[src/sv/cdf_ram.sv]
// generic simple dual-port ram, one write and one registered read port
// no dependencies
module cdf_ram #(
	parameter int WIDTH = 8,
	parameter int DEPTH = 64
) (
	input  logic                     clk,
	input  logic                     we,
	input  logic [$clog2(DEPTH)-1:0] waddr,
	input  logic [WIDTH-1:0]         wdata,
	input  logic [$clog2(DEPTH)-1:0] raddr,
	output logic [WIDTH-1:0]         rdata
);

	logic [WIDTH-1:0] mem [DEPTH];

	always_ff @(posedge clk) begin
		if (we) begin
			mem[waddr] <= wdata;
		end
		rdata <= mem[raddr];
	end

endmodule

[config.mk]
export PLATFORM = sky130hd
export DESIGN_NAME = cdf_ram
export DESIGN_NICKNAME = d
export VERILOG_FILES = /design/src/sv/cdf_ram.sv
export SDC_FILE = /design/constraint.sdc
export NUM_CORES = 1
export LEC_CHECK = 0
export BUFFER_PORTS_ARGS = -buffer_cell sky130_fd_sc_hd__buf_4
export CAP_MARGIN = 30
export CORE_MARGIN = 5
export CORE_UTILIZATION = 62
export CTS_CLUSTER_DIAMETER = 150
export DETAILED_ROUTE_END_ITERATION = 12
export PLACE_DENSITY = 0.79
export SETUP_SLACK_MARGIN = 0.15
export SLEW_MARGIN = 20
export SYNTH_ARGS = -nofsm -noshare
export SYNTH_HDL_FRONTEND = slang
export SYNTH_SLANG_ARGS = --single-unit
[constraint.sdc]
create_clock -name clk -period 2.47 [get_ports clk]
set_clock_uncertainty 0.05 [all_clocks]
set_input_delay 0.1235 -clock clk [delete_from_list [all_inputs] [get_ports clk]]
set_output_delay 0.1235 -clock clk [all_outputs]
set_load 0.02 [all_outputs]
; Word-level counts from Yosys, hierarchy flattened
; Memory sizes are Yosys's and may differ from the RTL's. A register that Yosys moved wholly into a read port is not among the register bits.
; Index checks and enable logic that the tools add are counted.
[word_totals]
reg_bits = 0
memories = 1
romBits = 0
latch_bits = 0
inputBits = 22
word_cells = 3
ram_bits = 512
[mem_list]
columns = memory, depth, word_bits, rd, rd_ports_with_merged_regs, wr, line
row1 = mem, 64, 8, 1, 1, 1, 15  ; logic [WIDTH-1:0] mem [DEPTH];
[op_classes]
n_eq_ne = 0
n_shift = 0
add_sub_neg = 0
n_lt_le_gt_ge = 0
n_reduce_logical = 0
bitwise_logic = 0
n_div = 0
n_mul = 0
muxes = 2
[ops]
columns = op, n
row1 = 1-bit 2-to-1 mux, 2

; Logic depth before layout (Yosys ltp)
[logic_depth]
depth_word = 2
depth_mapped = 9

; Worst setup path before layout
; OpenSTA, ideal clock, no wires.
[synth_path]
kind = in2reg
start = in raddr[1]
end = reg rdata[3], read port of mem
path_slack_ns = 0.629
required_ns = 2.292
path_buffers = 3
arrival_ns = 1.663
stages = 7
cell_sequence = buf_4 -> buf_2 -> buf_2 -> mux4_2 -> mux4_2 -> o21ai_1 -> o41ai_1
[synth_rtl]
columns = item, line
row1 = from (decl), 11  ; input logic [$clog2(DEPTH)-1:0] raddr,
row2 = to (decl), 12  ; output logic [WIDTH-1:0] rdata

==> summary.md <==
| Metric | Value |
|---|---|
| Final worst slack | `between 300 and 400 ps` |
| Count of boundary I/O pins | `30` |
| Final Hold Viols | `0` |
| Mean Syn Cell Area | `21.5 sq um` |
| Fin. max-slew vios | `0` |
| First-pass GRT wire length | `67,900 um` |
| Startpoint types | `flop` |
| Final setup fails | `0` |
| Vias in the first global route | `roughly 11,000` |
| CTS Buf Count | `50` |
| Post-synth top flop | `edfxtp_1` |
| Most frequent cells in the layout | `edfxtp_1, mux4_2, buf_4` |
| Layout Nets | `~1,100` |
| Post-synthesis mux area share | `between 15 and 20%` |
| CTS tree | `yes` |
| Fill cells | `around 1,800` |
| Mapped Nets | `about 960` |
| Design area | `~23,000 sq um` |
| Hold WS | `49.6 ps` |
| Setup TNS | `0 ps` |
| Overflow after GRT | `0` |
| Routed Wire Length | `approximately 45,000 um` |
| Worst-path clk slew | `roughly 60 ps` |
| Endpoint class of the critical path | `flop` |
| Xor/xnor cell area share of the yosys netlist | `0%` |
| Pwr per Cell Area | `793 nW/um^2` |
| Post-Synth Simple-Gate Area | `3.39%` |
| Area Growth Syn to Fin | `14.1%` |
| 1st-pass router iterations | `6` |
| Die area | `around 36,000 sq um` |
| H-Tree Depth | `2` |
| Die span in x | `around 190 um` |
| Dpl cell area | `between 20,000 and 25,000 sq um` |
| Clock buffer depth | `3` |
| Placed wire-length estimate | `26,200 um` |
| Chip height | `about 190 um` |
| Commonest non-fill, non-tap cell in the layout | `edfxtp_1` |
| Rel. slew slack | `a little under half` |
| CORE AREA | `~32,000 sq um` |
| Syn. warnings | `0` |
| RR Startpoint | `mem[16][4]` |
| Final min period | `~2100 ps` |
| Clock insertion delay at the later pin of the skew report | `approximately 550 ps` |
| Fmax | `~470 MHz` |
| Hold_sp | `waddr[2]` |
| Antenna cell count | `0` |
| Cell area after synthesis | `about 20,000 sq um` |
| Area share of fa/ha/maj cells after synthesis | `0%` |
| Arrival time at the worst endpoint | `2510 ps` |
| Clk root buf | `clkbuf_16` |
| RSZ-0062 raised after global routing | `false` |
| Register bit total from synthesis | `520` |
| CP Depth | `5` |
| Rows | `between 60 and 70` |
| Wire length per cell | `between 20 and 30 um` |
| Worst-case reg-to-reg path depth | `5` |
| Crit-path max FO | `1` |
| Reg-to-reg setup timing slack | `340 ps` |
| Crit-path cells | `mux4_2 -> mux2_2 -> o221a_2 -> nor3_1 -> o32ai_1` |
| Via-to-Cell Ratio | `between 6 and 7` |
| Port bufs | `29` |
| Placer Congestion | `around 0.8` |
| Least-Margin Pin Slew | `789 ps` |
| Reg2reg end | `rdata[4]` |
| Cell family with most CP delay | `multiplexers` |
| Vias post-DR | `10,172` |
| VDD IR-drop max | `roughly 0.00057 V` |
| Critical Path Start | `mem[16][4]` |
| Run status | `completed` |
| Asr flop ratio synth | `0%` |
| Sequential fraction of the synthesis area | `just under 80%` |
| Synth unique cells | `40` |
| Worst setup path end | `rdata[4]` |
| DR iter-0 viols | `1,321` |
| Critical path type | `flop to flop` |
| Gates resized, CTS repair | `0` |
| Remaining DRCs | `0` |
| Layout cell share with drive strength beyond 1 | `29.7%` |
| P_leak | `0.00740 uW` |
| Hold path depth | `3` |
| Synth Instances | `940` |
| Initial antenna violation count | `1` |
| Data required, critical path | `2840 ps` |
| Post-synthesis compound-gate area fraction | `under 10%` |
| Post-synth EDFFs | `512` |
| DP Worst Slack | `127 ps` |
| CP max stage cell | `mux4_2` |
| Worst hold path type | `input pin to flop` |
| Largest family of logic cells by synthesized area | `multiplexers` |
| Buf+Inv Stages, Crit Path | `0` |
| Clock sinks | `between 500 and 600` |
| Number of max-cap violations | `0` |
| Final period util | `a little under nine tenths` |
| Largest net degree at the start of global routing | `65` |
| Routed Antenna Nets | `0` |
| CP peak stage delay | `480 ps` |
| Overall global routing resource usage | `about a quarter` |
| Initial core utilization | `about 62%` |
-- worst register-to-register path, delay by kind of cell, from the launching register on --
kind | cells | cell delay (ps)
AO/OA/AOI/OAI | 2 | 420
multiplexers | 2 | 760
AND/OR/NAND/NOR | 1 | 400
flip-flops | 1 | 370
-- per-layer routing --
metal / GRT usage (%) / wire (um) / up-vias
li1: - / - / 4172
met1: 36.9 / 16600 / 5248
met2: 41.2 / 22000 / 638
met3: 4.52 / 4510 / 112
met4: 7.65 / 1550 / 2
met5: 0 / 13 / -
-- what timing repair did --
item | in CTS | in global routing
hold buffers | 3 | 0
setup buffers | 0 | 0
endpoints found under the hold margin | 11 | 0
-- synthesized netlist by cell type, types with 3 or more instances --
cell	count	area, sq um
edfxtp_1	512	15400
mux4_2	126	2840
nor2_1	83	312
mux2i_1	23	230
nand2_1	19	71.3
clkbuf_1	17	63.8
nor2b_1	14	87.6
buf_4	13	97.6
mux2_2	13	146
nand3_1	13	65.1
buf_2	11	55.1
dfxtp_1	8	160
o221ai_1	8	70.1
o22ai_1	8	50.1
nand2b_1	7	43.8
nor3_1	7	35.0
a221oi_1	6	52.6
a211oi_1	4	30.0
buf_1	4	15.0
buf_6	4	45.0
a21oi_1	3	15.0
a22oi_1	3	22.5
nand3b_1	3	22.5
o2111ai_1	3	26.3
o2bb2ai_1	3	26.3
-- flip-flops by register name (all words and copies together) (netlist names) --
register  cells
mem         512
rdata         8
-- cells by family (layout without fill, tap and decap cells) --
| family | Yosys count | after routing |
|---|---|---|
| buffers and inverters | 51 | 215 |
| muxes | 162 | 162 |
| AOI/OAI and AO/OA | 54 | 54 |
| and+or+nand+nor | 153 | 153 |
| DFF | 520 | 520 |
-- per-stage QoR --
stage | total power [uW] | cells | utilization (%)
floorplan | 10500 | 940 | -
global placement | 10900 | 1450 | 66.2
detailed placement | 10900 | 1450 | 66.2
CTS | 18300 | 1546 | 71.3
global route | 18800 | 1546 | 71.3
finish | 18200 | 1546 | 71.3
-- layout make-up --
type | count | area (sq um) | area share [%]
Multi-Input combinational cell | 369 | 4320 | 18.7
Clock buffer | 65 | 1370 | 5.96
Sequential cell | 520 | 15500 | 67.5
Timing Repair Buffer | 122 | 992 | 4.31
Clock inverter | 28 | 249 | 1.08
Tap cell | 442 | 553 | 2.40
-- how the worst min path moves through the flow --
stage / endpoint
final: mem[55][2]
after global routing: mem[55][0]
after detailed placement: rdata[5]
after floorplan: mem[0][0]
after CTS: mem[55][2]
after global placement: rdata[5]
-- report_power, final --
part           internal [uW]  switching, uW
logic                    370            577
registers               9770           36.8
clock network           4420           3080
(Power assumes the default switching activity.)
